**config.mk**
```make
export PLATFORM = sky130hd
export DESIGN_NAME = auto_stop_threshold_monitor_unit
export DESIGN_NICKNAME = d
export VERILOG_FILES = /design/src/rtl/asm_pkg.sv /design/src/rtl/auto_stop_threshold_monitor_unit.sv /design/src/rtl/asm_csr.sv /design/src/rtl/asm_eval.sv
export SDC_FILE = /design/constraint.sdc
export NUM_CORES = 1
export LEC_CHECK = 0
export BUFFER_PORTS_ARGS = -buffer_cell sky130_fd_sc_hd__buf_2
export CORE_MARGIN = 2
export CORE_UTILIZATION = 62
export CTS_BUF_LIST = sky130_fd_sc_hd__clkbuf_4 sky130_fd_sc_hd__clkbuf_8
export DETAILED_ROUTE_END_ITERATION = 10
export PLACE_DENSITY = 0.91
export SLEW_MARGIN = 0
export SYNTH_ARGS = -nofsm -noshare
export SYNTH_HDL_FRONTEND = slang
export SYNTH_SLANG_ARGS = --single-unit
```
**constraint.sdc**
```tcl
create_clock -name clock -period 6.8 [get_ports clock]
set_input_delay 0.34 -clock clock [delete_from_list [all_inputs] [get_ports clock]]
set_output_delay 0.34 -clock clock [all_outputs]
set_load 0.01 [all_outputs]
```
**src/rtl/asm_pkg.sv**
```systemverilog
// Shared types and constants for the auto-stop threshold monitor.
// Used by asm_csr, asm_eval and the top level; depends on nothing.
`default_nettype none

package asm_pkg;

   // Default number of consecutive low samples before a stop
   localparam int unsigned STOP_SAMPLES_DEF = 10;

   // Register port geometry: five 32-bit registers at 4-byte spacing
   localparam int CSR_ADDR_W = 5;
   localparam int CSR_DATA_W = 32;
   localparam int CSR_IDX_W  = 3;

   // Register indexes
   localparam logic [CSR_IDX_W-1:0] CSR_MON_ENABLE  = 3'd0;
   localparam logic [CSR_IDX_W-1:0] CSR_VOLT_LIMIT  = 3'd1;
   localparam logic [CSR_IDX_W-1:0] CSR_CURR_LIMIT  = 3'd2;
   localparam logic [CSR_IDX_W-1:0] CSR_MAX_MINUTES = 3'd3;
   localparam logic [CSR_IDX_W-1:0] CSR_FALL_MODE   = 3'd4;

   // Stop reason codes
   localparam logic [1:0] REASON_NONE     = 2'd0;
   localparam logic [1:0] REASON_MAX_TIME = 2'd1;
   localparam logic [1:0] REASON_LOW_HELD = 2'd2;

   // Time limit: minutes to seconds; arming: value > 6/5 of threshold
   localparam int unsigned SECONDS_PER_MINUTE = 60;
   localparam int unsigned LIMIT_S_W          = 22;
   localparam int unsigned ARM_MUL_VALUE      = 5;
   localparam int unsigned ARM_MUL_LIMIT      = 6;

   typedef struct packed {
      logic        monitor_enable;
      logic [15:0] voltage_limit_mv;
      logic [22:0] current_limit;
      logic [15:0] max_minutes;
      logic        falling_edge_mode;
   } cfg_type;

   typedef struct packed {
      logic               recording;
      logic [15:0]        bus_mv;
      logic signed [23:0] current_tenth_ma;
      logic [22:0]        rec_time_s;
   } sample_type;

   typedef struct packed {
      logic       stop_now;
      logic [1:0] stop_reason;
      logic [7:0] low_count;
      logic       voltage_armed;
      logic       current_armed;
   } result_type;

   typedef struct packed {
      logic [7:0] low_counter;
      logic       armed_volt;
      logic       armed_curr;
   } mon_state_type;

endpackage

`default_nettype wire

```
**src/rtl/auto_stop_threshold_monitor_unit.sv**
```systemverilog
// Auto-stop threshold monitor for one measurement channel. Takes one sample
// item per clock unless the result channel stalls, and returns one result
// item per sample: a stop request when the recording time limit is reached
// or when a low voltage/current condition has held for STOP_SAMPLES
// consecutive samples. Samples are captured in an input register, evaluated
// by one layer of compare logic that also updates the low counter and arm
// flags, and land in a result register once it has room; the sustained rate
// is one sample per cycle while rsp_ready holds, set by that single
// evaluation stage and its state registers. Registers are to be written over
// the csr_ port only while no sample is in flight; the block does not
// enforce this. Depends on asm_pkg, asm_csr and asm_eval.
`default_nettype none

module auto_stop_threshold_monitor_unit
   import asm_pkg::*;
#(
   parameter int unsigned STOP_SAMPLES = STOP_SAMPLES_DEF
)(
   input  wire logic                  clock,
   input  wire logic                  reset,
   // sample channel
   input  wire logic                  req_valid,
   output logic                       req_ready,
   input  wire logic                  req_recording,
   input  wire logic [15:0]           req_bus_mv,
   input  wire logic signed [23:0]    req_current_tenth_ma,
   input  wire logic [22:0]           req_rec_time_s,
   // result channel
   output logic                       rsp_valid,
   input  wire logic                  rsp_ready,
   output logic                       rsp_stop_now,
   output logic [1:0]                 rsp_stop_reason,
   output logic [7:0]                 rsp_low_count,
   output logic                       rsp_voltage_armed,
   output logic                       rsp_current_armed,
   // register port
   input  wire logic                  csr_psel,
   input  wire logic                  csr_penable,
   input  wire logic                  csr_pwrite,
   input  wire logic [CSR_ADDR_W-1:0] csr_paddr,
   input  wire logic [CSR_DATA_W-1:0] csr_pwdata,
   output logic      [CSR_DATA_W-1:0] csr_prdata,
   output logic                       csr_pready
);

   cfg_type       cfg;
   sample_type    smp_ff;
   logic          smp_vld_ff;
   logic          smp_vld_in;
   result_type    res_ff;
   logic          res_vld_ff;
   logic          res_vld_in;
   mon_state_type state_ff;
   mon_state_type state_in;
   mon_state_type state_eval;
   result_type    res_eval;
   logic          advance;

   assign csr_pready = 1'b1;

   asm_csr u_csr (
      .clock       (clock),
      .reset       (reset),
      .csr_psel    (csr_psel),
      .csr_penable (csr_penable),
      .csr_pwrite  (csr_pwrite),
      .csr_paddr   (csr_paddr),
      .csr_pwdata  (csr_pwdata),
      .csr_prdata  (csr_prdata),
      .cfg         (cfg)
   );

   asm_eval #(
      .STOP_SAMPLES (STOP_SAMPLES)
   ) u_eval (
      .cfg       (cfg),
      .sample    (smp_ff),
      .state_cur (state_ff),
      .state_nxt (state_eval),
      .result    (res_eval)
   );

   // Item moves from input register to result register when there is room
   assign advance    = smp_vld_ff && (!res_vld_ff || rsp_ready);
   assign req_ready  = !smp_vld_ff || advance;
   assign smp_vld_in = (req_valid && req_ready) || (smp_vld_ff && !advance);
   assign res_vld_in = advance || (res_vld_ff && !rsp_ready);
   assign state_in   = advance ? state_eval : state_ff;

   // Control and state registers
   always_ff @(posedge clock) begin
      if (reset) begin
         smp_vld_ff <= 1'b0;
         res_vld_ff <= 1'b0;
         state_ff   <= '0;
      end else begin
         smp_vld_ff <= smp_vld_in;
         res_vld_ff <= res_vld_in;
         state_ff   <= state_in;
      end
   end

   // Payload registers
   always_ff @(posedge clock) begin
      if (req_valid && req_ready) begin
         smp_ff.recording        <= req_recording;
         smp_ff.bus_mv           <= req_bus_mv;
         smp_ff.current_tenth_ma <= req_current_tenth_ma;
         smp_ff.rec_time_s       <= req_rec_time_s;
      end
      if (advance) begin
         res_ff <= res_eval;
      end
   end

   assign rsp_valid         = res_vld_ff;
   assign rsp_stop_now      = res_ff.stop_now;
   assign rsp_stop_reason   = res_ff.stop_reason;
   assign rsp_low_count     = res_ff.low_count;
   assign rsp_voltage_armed = res_ff.voltage_armed;
   assign rsp_current_armed = res_ff.current_armed;

   // A low-held stop only once the counter has reached the limit
   assert property (@(posedge clock) disable iff (reset)
      (rsp_valid && rsp_stop_reason == REASON_LOW_HELD) |->
         (rsp_low_count >= 8'(STOP_SAMPLES)))
      else $error("low-held stop below sample limit");

   // Stop flag and reason agree
   assert property (@(posedge clock) disable iff (reset)
      rsp_valid |-> (rsp_stop_now == (rsp_stop_reason != REASON_NONE)))
      else $error("stop flag and reason disagree");

   // Arm flags are only cleared by reset
   assert property (@(posedge clock)
      (!reset && !$past(reset)) |->
         (!$fell(state_ff.armed_volt) && !$fell(state_ff.armed_curr)))
      else $error("arm flag cleared outside reset");

endmodule

`default_nettype wire

```
**src/rtl/asm_csr.sv**
```systemverilog
// Configuration register file with an APB-style write/read port.
// Depends on asm_pkg for the register indexes and cfg_type.
`default_nettype none

module asm_csr
   import asm_pkg::*;
(
   input  wire logic                  clock,
   input  wire logic                  reset,
   input  wire logic                  csr_psel,
   input  wire logic                  csr_penable,
   input  wire logic                  csr_pwrite,
   input  wire logic [CSR_ADDR_W-1:0] csr_paddr,
   input  wire logic [CSR_DATA_W-1:0] csr_pwdata,
   output logic      [CSR_DATA_W-1:0] csr_prdata,
   output cfg_type                    cfg
);

   cfg_type               cfg_ff;
   cfg_type               cfg_in;
   logic [CSR_IDX_W-1:0]  reg_idx;
   logic                  wr_en;

   assign reg_idx = csr_paddr[CSR_ADDR_W-1:2];
   assign wr_en   = csr_psel && csr_penable && csr_pwrite;

   // Write decode; indexes past the list are ignored
   always_comb begin
      cfg_in = cfg_ff;
      if (wr_en) begin
         unique case (reg_idx)
            CSR_MON_ENABLE:  cfg_in.monitor_enable    = csr_pwdata[0];
            CSR_VOLT_LIMIT:  cfg_in.voltage_limit_mv  = csr_pwdata[15:0];
            CSR_CURR_LIMIT:  cfg_in.current_limit     = csr_pwdata[22:0];
            CSR_MAX_MINUTES: cfg_in.max_minutes       = csr_pwdata[15:0];
            CSR_FALL_MODE:   cfg_in.falling_edge_mode = csr_pwdata[0];
            default: ;
         endcase
      end
   end

   always_ff @(posedge clock) begin
      if (reset) begin
         cfg_ff <= '0;
      end else begin
         cfg_ff <= cfg_in;
      end
   end

   // Read mux
   always_comb begin
      unique case (reg_idx)
         CSR_MON_ENABLE:  csr_prdata = {31'd0, cfg_ff.monitor_enable};
         CSR_VOLT_LIMIT:  csr_prdata = {16'd0, cfg_ff.voltage_limit_mv};
         CSR_CURR_LIMIT:  csr_prdata = {9'd0, cfg_ff.current_limit};
         CSR_MAX_MINUTES: csr_prdata = {16'd0, cfg_ff.max_minutes};
         CSR_FALL_MODE:   csr_prdata = {31'd0, cfg_ff.falling_edge_mode};
         default:         csr_prdata = '0;
      endcase
   end

   assign cfg = cfg_ff;

endmodule

`default_nettype wire

```
**src/rtl/asm_eval.sv**
```systemverilog
// Per-sample stop decision: duration limit, threshold tests, arming and
// the saturating low counter. Pure logic; depends on asm_pkg.
`default_nettype none

module asm_eval
   import asm_pkg::*;
#(
   parameter int unsigned STOP_SAMPLES = STOP_SAMPLES_DEF
)(
   input  wire cfg_type       cfg,
   input  wire sample_type    sample,
   input  wire mon_state_type state_cur,
   output mon_state_type      state_nxt,
   output result_type         result
);

   localparam logic [7:0] STOP_LIM = 8'(STOP_SAMPLES);

   logic [LIMIT_S_W-1:0] limit_s;
   logic                 time_up;
   logic [18:0]          v_x5;
   logic [18:0]          vt_x6;
   logic signed [27:0]   c_ext;
   logic signed [27:0]   ct_ext;
   logic signed [27:0]   c_x5;
   logic signed [27:0]   ct_x6;
   logic                 v_on;
   logic                 c_on;
   logic                 arm_v;
   logic                 arm_c;
   logic                 v_low;
   logic                 c_low;
   logic                 low;
   logic [7:0]           cnt_nxt;

   // Duration limit in seconds
   assign limit_s = LIMIT_S_W'(cfg.max_minutes) * LIMIT_S_W'(SECONDS_PER_MINUTE);
   assign time_up = (cfg.max_minutes != '0) && (sample.rec_time_s >= {1'b0, limit_s});

   // Arming compares: 5 x value > 6 x threshold, exact
   assign v_x5   = 19'(sample.bus_mv) * 19'(ARM_MUL_VALUE);
   assign vt_x6  = 19'(cfg.voltage_limit_mv) * 19'(ARM_MUL_LIMIT);
   assign c_ext  = 28'(sample.current_tenth_ma);
   assign ct_ext = $signed({5'd0, cfg.current_limit});
   assign c_x5   = c_ext * 28'sd5;
   assign ct_x6  = ct_ext * 28'sd6;

   assign v_on = (cfg.voltage_limit_mv != '0);
   assign c_on = (cfg.current_limit != '0);

   assign arm_v = state_cur.armed_volt ||
                  (v_on && cfg.falling_edge_mode && (v_x5 > vt_x6));
   assign arm_c = state_cur.armed_curr ||
                  (c_on && cfg.falling_edge_mode && (c_x5 > ct_x6));

   // Low tests; in falling-edge mode only once armed
   assign v_low = v_on && (sample.bus_mv < cfg.voltage_limit_mv) &&
                  (!cfg.falling_edge_mode || arm_v);
   assign c_low = c_on && (c_ext < ct_ext) &&
                  (!cfg.falling_edge_mode || arm_c);
   assign low   = v_low || c_low;

   // Saturating counter of consecutive low samples
   assign cnt_nxt = !low ? 8'd0 :
                    (state_cur.low_counter == 8'hFF) ? 8'hFF :
                    state_cur.low_counter + 8'd1;

   always_comb begin
      state_nxt            = state_cur;
      result.stop_now      = 1'b0;
      result.stop_reason   = REASON_NONE;
      result.low_count     = state_cur.low_counter;
      result.voltage_armed = state_cur.armed_volt;
      result.current_armed = state_cur.armed_curr;
      if (sample.recording && cfg.monitor_enable) begin
         if (time_up) begin
            result.stop_now    = 1'b1;
            result.stop_reason = REASON_MAX_TIME;
         end else begin
            state_nxt.low_counter = cnt_nxt;
            state_nxt.armed_volt  = arm_v;
            state_nxt.armed_curr  = arm_c;
            result.low_count      = cnt_nxt;
            result.voltage_armed  = arm_v;
            result.current_armed  = arm_c;
            if (low && (cnt_nxt >= STOP_LIM)) begin
               result.stop_now    = 1'b1;
               result.stop_reason = REASON_LOW_HELD;
            end
         end
      end
   end

endmodule

`default_nettype wire
```
## After elaboration in Yosys (flattened, before gate mapping)

Cells that the tools add are included.

| operators by class | value |
|---|---|
| mux-type cells | 7 |
| $add $sub $neg | 1 |
| $mul | 5 |
| divide/modulo/power cells | 0 |
| bitwise gates (word level) | 1 |
| reductions and logical operators | 42 |
| equality and inequality tests | 5 |
| $lt $le $gt $ge | 6 |
| shift operators | 0 |

Operators by type and width:

| cell | count |
|---|---|
| $pmux 23 s5 | 1 |
| $reduce_bool 16->1 | 2 |
| $gt 28x28->1 | 1 |
| $mul 24x4->28 const B | 1 |
| $mul 23x2->25 const B | 1 |
| $lt 24x24->1 | 1 |
| $ge 23x22->1 | 1 |
| $reduce_bool 23->1 | 1 |
| $mul 16x4->20 const B | 1 |
| $mux 10 | 2 |
| $gt 19x19->1 | 1 |
| $mul 16x3->19 const B | 1 |
| $mul 16x2->18 const B | 1 |
| $logic_and 1x1->1 | 17 |
| $lt 16x16->1 | 1 |
| $mux 8 | 2 |
| $reduce_and 2->1 | 6 |
| $logic_or 1x1->1 | 9 |
| $add 8x1->8 const B | 1 |
| $eq 8x8->1 const B | 1 |
| $ge 8x4->1 const B | 1 |
| $eq 3x2->1 const B | 2 |
| $mux 3 | 2 |
| $logic_not 1->1 | 5 |
| other kinds (5) | 5 |

| storage, ports and cells | value |
|---|---|
| input port bits | 108 |
| memories | 0 |
| memory bits (read-only) | 0 |
| register bits | 146 |
| output and inout port bits | 48 |
| word-level logic and storage cells | 87 |
| bits in writable memories | 0 |
| latch bits | 0 |

## Depth between registers and ports, before layout

Gate-level depths: netlist of the first run.

| depth | value |
|---|---|
| depth in word-level cells | 12 |
| mapped depth | 25 |
| depth with buffers taken out | 24 |

## Modules after synthesis

From an unflattened synthesis of the first run, not the netlist that was laid out.

| second synthesis, totals | value |
|---|---|
| cells, all modules | 1455 |
| area, all modules | 14188.6 um^2 |

By module, submodules not included:

| module | seq. area each (um^2) | instances | cells an instance | area each (um^2) |
|---|---|---|---|---|
| asm_eval | 0.0 | 1 | 1029 | 8419.3 |
| asm_csr | 1141.1 | 1 | 294 | 2900.3 |
| auto_stop_threshold_monitor_unit | 2552.4 | 1 | 132 | 2869.0 |

## Worst setup path before layout of the first run

No wires, ideal clock.

| timing | value |
|---|---|
| path kind | reg2reg |
| start point | reg u_csr.cfg_ff (netlist bit u_csr.cfg[4]) |
| end point | reg state_ff[2] (netlist bit) |
| clock period less this slack | 5231 ps |
| cell stages (with the launch flop) | 23 |
| arrival | 5152 ps |
| path slack | 1569 ps |
| buffers on the path | 1 |
| cell sequence | dfxtp_1 > fa_1 > fa_1 > ha_1 > nor2b_1 > o21ai_0 > a21boi_0 > o211ai_1 > a21oi_1 > o31ai_1 > o21bai_1 > a21oi_1 > xor2_1 > ha_1 > nand4_1 > nor2_1 > a31o_2 > a2bb2oi_1 > a31oi_1 > nor2b_1 > clkbuf_1 > o21ai_0 > a211oi_2 |

| on the way | value |
|---|---|
| longest elaborated chain between the ends | 4 |
| elaborated cells on any way between the ends | 5 |

Ends and longest elaborated chain:

| item | line | RTL |
|---|---|---|
| start, declared | asm_csr.sv:19 | `cfg_type cfg_ff;` |
| start signal, assigned | asm_csr.sv:46 | `cfg_ff <= cfg_in;` |
| $mul 16x4->20 | asm_eval.sv:37 | `assign limit_s = LIMIT_S_W'(cfg.max_minutes) * LIMIT_S_W'(SECONDS_PER_MINUTE);` |
| $ge 23x22->1 | asm_eval.sv:38 | `assign time_up = (cfg.max_minutes != '0) && (sample.rec_time_s >= {1'b0, limit_s});` |
| $logic_and 1x1->1 (*) | asm_eval.sv:38 |  |
| $mux 10 (*) | - |  |
| end signal, assigned | auto_stop_threshold_monitor_unit.sv:99 | `state_ff <= state_in;` |
| end, declared | auto_stop_threshold_monitor_unit.sv:53 | `mon_state_type state_ff;` |

Every way passes the cells marked *; elsewhere a longest branch is shown, timed or not.
A chain may end at the register's enable or synchronous reset.

## Final worst setup path of the first run

| timing | value |
|---|---|
| start point | reg u_csr.cfg_ff (netlist bit u_csr.cfg[4]) |
| end point | reg state_ff[8] (netlist bit) |

Same word-level chain as after synthesis.

==> results.ini, run 1 <==
[floorplanning]
initial_core_util=0.6296
ioPinCount=156
std_cell_rows=54
chipHeight_um=152.4
dieArea_sq_um=23230
die_w_um=152.4
core_sq_um=21690

[run_status]
outcome=completed

[logic_synthesis]
yosys.cell_count.top_type=ha_1
synth_cell_types=74
syn_inst=1514
synth-edff-count=77
seq_area_frac_synth=0.2705
syn_area_sq_um=13650
synth_top_area_cell=ha_1
async_reset_ff_frac=0
synth_commonest_cells=264 x ha_1, 178 x nand2_1, 150 x a21oi_1
synth_seq_cells=146
synth_area_per_cell_sq_um=9.019
netlist.area_leader.share=0.2419
synthFlopType=edfxtp_1
yosysWarnings=0
synthTopCellsByArea=ha_1 24%, edfxtp_1 17%, dfxtp_1 10%

[cts]
root_buffer=clkbuf_8
cts-resized-gates=0
cts_made_buffers=17
h-tree-depth=4
numClockSinks=146
clkTransAtPathRegs_ns=0.10
clock_path_buffers=2
tritoncts=yes
cts_hold_buffers=0
postCtsSetupBuffers=0
insertion_delay_ns=0.49

[timing]
slew_violations=0
maxClockFrequency_mhz=168.4
fin_crit_ns=5.939
fin_crit_sh=0.8733
holdWs_ns=0.02102
slew_headroom=0.2328
setup_viol=0
tightest_slew_ns=1.148
hold_viol=0
fin_worst_skew_ns=0.01630
rsz0062_at_grt=false
tns_ns=0

[power]
power_mw=2.304
p_leak_nw=6.690
powerDensity_nw_per_um2=154.2
peakVddDrop_mv=0.1063

[worst_hold_path]
holdCritPathClass=primary input to flop

[worst_setup_path]
cp.arrival_ns=6.36
crit_path_cell_trace=fa_1 -> fa_1 -> ha_1 -> nor2b_1 -> o21ai_0 -> a21boi_0 -> o211ai_1 -> a21oi_1 -> o31ai_1 -> o21bai_1 -> a21oi_1 -> xor2_1 -> ha_1 -> nand4_1 -> nor2_1 -> a31o_2 -> a2bb2oi_1 -> a31oi_1 -> buf_4 -> nor2b_1 -> buf_4 -> a21oi_1 -> or3_1 -> a21oi_1
critPathMaxStageDelay_ns=0.56
crit_path_top_delay_cell=dfxtp_1
cp-end-kind=flop
crit_top_cell=a21oi_1
crit_path_max_fanout=17
required_ns=7.23
path_class=flop to flop
worstSetupStartpointType=flop

[flow_run]
cap_violations=0

[detailed_routing]
vias_per_cell=6.166
drtIter0Drc=1024
vias=11894
drc=0
drt.antenna.violating_nets=0
wire_per_inst_um=17.47
firstDrtPassIters=7
routed_wl_mm=33.70

[finish]
design_area_sq_um=14940
syn_to_final_growth_pct=9.447
fin_util=0.6891
drive_gt1_frac=0.1177
nets=2040

[global_routing]
track_usage=0.2893
grt_max_degree=73
grt_pass1_wl_mm=55.32
use_met3=0.05290
met2_usage=0.4899
antenna_found_initial=1
grt_overflow=0
met1_usage=0.3623
grt_pass1_vias=11652
grt.busiest_layer=met2

[placement]
gp_congestion=0.9624
post_dp_cell_area_sq_um=14540
dpl.hpwl_mm=26.28
io_buffer_count=134

-- placed cells by master (no fill, tap or decap), types with 15 or more instances in the layout --
cell type / Yosys / layout
nor2b_1: 16 / 16
buf_2: 0 / 134
nand3_1: 30 / 30
and3_1: 19 / 19
o21a_1: 15 / 15
o21ai_0: 66 / 66
fa_1: 33 / 33
nand2_1: 178 / 178
nand4_1: 27 / 27
dfxtp_1: 69 / 69
nor2_1: 85 / 85
clkbuf_8: 0 / 17
nand2b_1: 18 / 18
inv_1: 95 / 95
ha_1: 264 / 264
nor3_1: 18 / 18
edfxtp_1: 77 / 77
xor2_1: 39 / 39
a21o_1: 51 / 51
a22oi_1: 15 / 15
a21oi_1: 150 / 150
xnor2_1: 41 / 41
-- layout make-up --
type	instances	area [sq um]
Multi-Input combinational cell	1234	9414
Fill cell	1633	6744
Sequential cell	146	3694
Timing Repair Buffer	141	723.2
Inverter	95	356.6
Tap cell	280	350.3
Clock buffer	18	241.5
Clock inverter	14	162.7
Antenna cell	1	2.502
-- kinds of logic (layout without fill, tap and decap cells) --
group,Yosys count,after routing,share of synthesized area
DFF,146,146,0.2705
buffers and inverters,142,268,0.04233
AOI/OAI and AO/OA,401,401,0.1888
adders and majority gates,297,297,0.2903
xor gates and xnor gates,80,80,0.05131
other,2,11,0.0005500
muxes,5,5,0.003757
and+or+nand+nor,441,441,0.1525
-- power breakdown --
part	internal (mW)	switching (mW)
logic	0.258	0.325
registers	0.959	0.0263
clock network	0.343	0.392
total	1.56	0.744
-- per-layer routing --
layer  vias to the layer above  wire length (um)
met5                         -                 0
met4                         0              1542
met3                       123              2476
met2                       496             15930
met1                      5555             13750
li1                       5720                 -
-- state kept, by name, indices dropped and copies added (netlist names) --
signal and count:
rsp_low_count 8, smp_ff 64, rsp_current_armed 1, state_ff 10, rsp_valid 1, rsp_stop_reason 2
rsp_stop_now 1, u_csr.cfg 57, smp_vld_ff 1, rsp_voltage_armed 1
-- worst max-delay path, delay by kind of cell, from the launching register on --
family / cells / cell delay (ns)
AO/OA/AOI/OAI: 12 / 2.22
XOR/XNOR: 1 / 0.16
flip-flops: 1 / 0.56
adder cells (fa/ha/maj): 4 / 1.60
buffers and inverters: 2 / 0.44
AND/OR/NAND/NOR: 5 / 0.87
-- final timing paths --
| check | to | slack, ns | startpoint | depth (start not counted) |
|---|---|---|---|---|
| setup / recovery | state_ff[8] | 0.86 | u_csr.cfg[4] | 24 |
| hold / removal | smp_ff[5] | 0.02 | req_rec_time_s[5] | 1 |
| setup reg to reg | state_ff[8] | 0.86 | u_csr.cfg[4] | 24 |
| hold reg to reg | u_csr.cfg[24] | 0.51 | u_csr.cfg[24] | 2 |
-- stage by stage --
stage,setup slack (ns),instances
after floorplan,1.569,1522
after global placement,1.129,1896
after detailed placement,0.9588,1896
after CTS,0.9224,1928
after global routing,0.3684,1929
final,0.8612,1929
Power figures use the tool's default switching activity.
==> inputs of run 2 (changes only) <==
--- a/config.mk
+++ b/config.mk
@@ -6,6 +6,7 @@
 export NUM_CORES = 1
 export LEC_CHECK = 0
 export BUFFER_PORTS_ARGS = -buffer_cell sky130_fd_sc_hd__buf_2
+export CORE_ASPECT_RATIO = 1.1
 export CORE_MARGIN = 2
 export CORE_UTILIZATION = 62
 export CTS_BUF_LIST = sky130_fd_sc_hd__clkbuf_4 sky130_fd_sc_hd__clkbuf_8
==> constraint.sdc (replaced) <==
create_clock -name clock -period 6.8 [get_ports clock]
set_input_delay 0.34 -clock clock [delete_from_list [all_inputs] [get_ports clock]]
set_output_delay 0.34 -clock clock [all_outputs]
set_load 0.05 [all_outputs]
==> run 2 against run 1 <==
Compared with the run above:
- clock skew shrank 0.0045 ns
- combinational power up 4.8%
- critical path depth shrank 2
- first-iteration DRC count increased by 5.9%
- maximum frequency fell by 4.5%
- global-route usage up 0.32 points
- via count is essentially flat
- total power rose by 3.3%
- critical path type unchanged
- sequential cell count unchanged
- hold slack improved by 0.0086 ns
==> results.ini, run 2 (same netlist as run 1, synthesis figures left out) <==
[cts]
postCtsSetupBuffers=0
cts_hold_buffers=0
numClockSinks=146
root_buffer=clkbuf_8
clock_path_buffers=2
h-tree-depth=4
clkTransAtPathRegs_ns=0.09
tritoncts=yes
insertion_delay_ns=0.48
cts_made_buffers=17
cts-resized-gates=0

[worst_setup_path]
ff2ff_path_depth=22
r2r-end=state_ff[5]
cp.arrival_ns=6.61
worstSetupStartpointType=flop
crit_path_max_fanout=9
rr_startpoint=u_csr.cfg[4]
r2r_slack_ns=0.58
startpoint=u_csr.cfg[4]
cp-end-kind=flop
required_ns=7.19
path_class=flop to flop

[finish]
largest-register=smp_ff
nets=2039
syn_to_final_growth_pct=9.814
largest_register_ffs=64
layout_common_cells=264 x ha_1, 178 x nand2_1, 150 x a21oi_1
fin_cells=1941
drive_gt1_frac=0.1172
fin_util=0.6993
fillers=1590
design_area_sq_um=14990
final_common_cell=ha_1

[detailed_routing]
drtIter0Drc=1084
drt.antenna.violating_nets=0
wire_per_inst_um=17.41
vias=11889
vias_per_cell=6.125
routed_wl_mm=33.80
drc=0
firstDrtPassIters=6

[global_routing]
grt_pass1_vias=11750
met2_usage=0.4890
grt_max_degree=73
grt_overflow=0
antenna_found_initial=2
met1_usage=0.3652
use_met3=0.04257
track_usage=0.2925
grt_pass1_wl_mm=55.56
grt.busiest_layer=met2

[placement]
placed_cells=1905
dpl.hpwl_mm=26.20
io_buffer_count=134
post_dp_cell_area_sq_um=14540
dp_slack_ns=0.7393
gp_congestion=0.9210

[flow_run]
cap_violations=0

[run_status]
outcome=completed

[timing]
tns_ns=0
fin_worst_skew_ns=0.01182
slew_headroom=0.2232
tightest_slew_ns=1.163
setup_viol=0
maxClockFrequency_mhz=160.8
timing.final.ws_setup_ns=0.5795
slew_violations=0
rsz0062_at_grt=false
hold_viol=0
fin_crit_sh=0.9148
fin_crit_ns=6.221
holdWs_ns=0.02961

[floorplanning]
chipHeight_um=159.6
ioPinCount=156
die_w_um=145.5
initial_core_util=0.6368
core_sq_um=21440
std_cell_rows=56
dieArea_sq_um=23230

[worst_hold_path]
hold_depth=1
holdCritPathClass=primary input to flop
min-delay-start=req_current_tenth_ma[20]
hold_end=smp_ff[43]

[power]
peakVddDrop_mv=0.1230
p_leak_nw=6.695
power_mw=2.381
powerDensity_nw_per_um2=158.8

[run 2: changes by cell type in the layout (fill, tap and decap cells not counted), sizes merged]
cell and delta:
buf -1, bufinv +2, clkbuf +2, clkinv +2
clkinvlp +2, diode +3, inv -8
[run 2: critical path, cell delays in order (launching register included)]
cell	delay, ns
dfxtp_1	0.58
fa_1	0.51
fa_1	0.47
ha_1	0.35
nor2b_1	0.14
o21ai_0	0.21
a21boi_0	0.16
o211ai_1	0.27
a21oi_1	0.15
o31ai_1	0.52
o21bai_1	0.16
a21oi_1	0.20
xor2_1	0.17
ha_1	0.26
nand4_1	0.14
nor2_1	0.06
a31o_2	0.22
a2bb2oi_1	0.19
a31oi_1	0.33
nand2b_1	0.44
a21oi_1	0.26
o22ai_1	0.12
a211oi_2	0.21
[run 2: worst max-delay path by stage]
stage / endpoint / slack (ns) / cells after the start
after floorplan: state_ff[2] / 1.57 / 22
after global routing: state_ff[8] / 0.16 / 22
after global placement: rsp_low_count[7] / 1.01 / 22
after detailed placement: state_ff[8] / 0.74 / 22
after CTS: state_ff[8] / 0.69 / 22
final: state_ff[5] / 0.58 / 22
[run 2: layout make-up]
| type | count | area, sq um | share of cell area |
|---|---|---|---|
| Multi-Input combinational cell | 1234 | 9414 | 0.6278 |
| Sequential cell | 146 | 3694 | 0.2463 |
| Timing Repair Buffer | 140 | 715.7 | 0.04773 |
| Tap cell | 290 | 362.8 | 0.02420 |
| Inverter | 95 | 356.6 | 0.02378 |
| Clock buffer | 20 | 262.8 | 0.01752 |
| Clock inverter | 12 | 178.9 | 0.01193 |
| Antenna cell | 4 | 10.01 | 0.0006676 |
[run 2: routing by layer]
layer,share of wire,vias up
li1,-,5712
met1,0.40,5562
met2,0.47,497
met3,0.070,118
met4,0.053,0
met5,0,-
[run 2: power breakdown]
part / switching [mW] / internal, mW
Sequential: 0.0245 / 0.959
Clock: 0.366 / 0.420
Combinational: 0.354 / 0.257
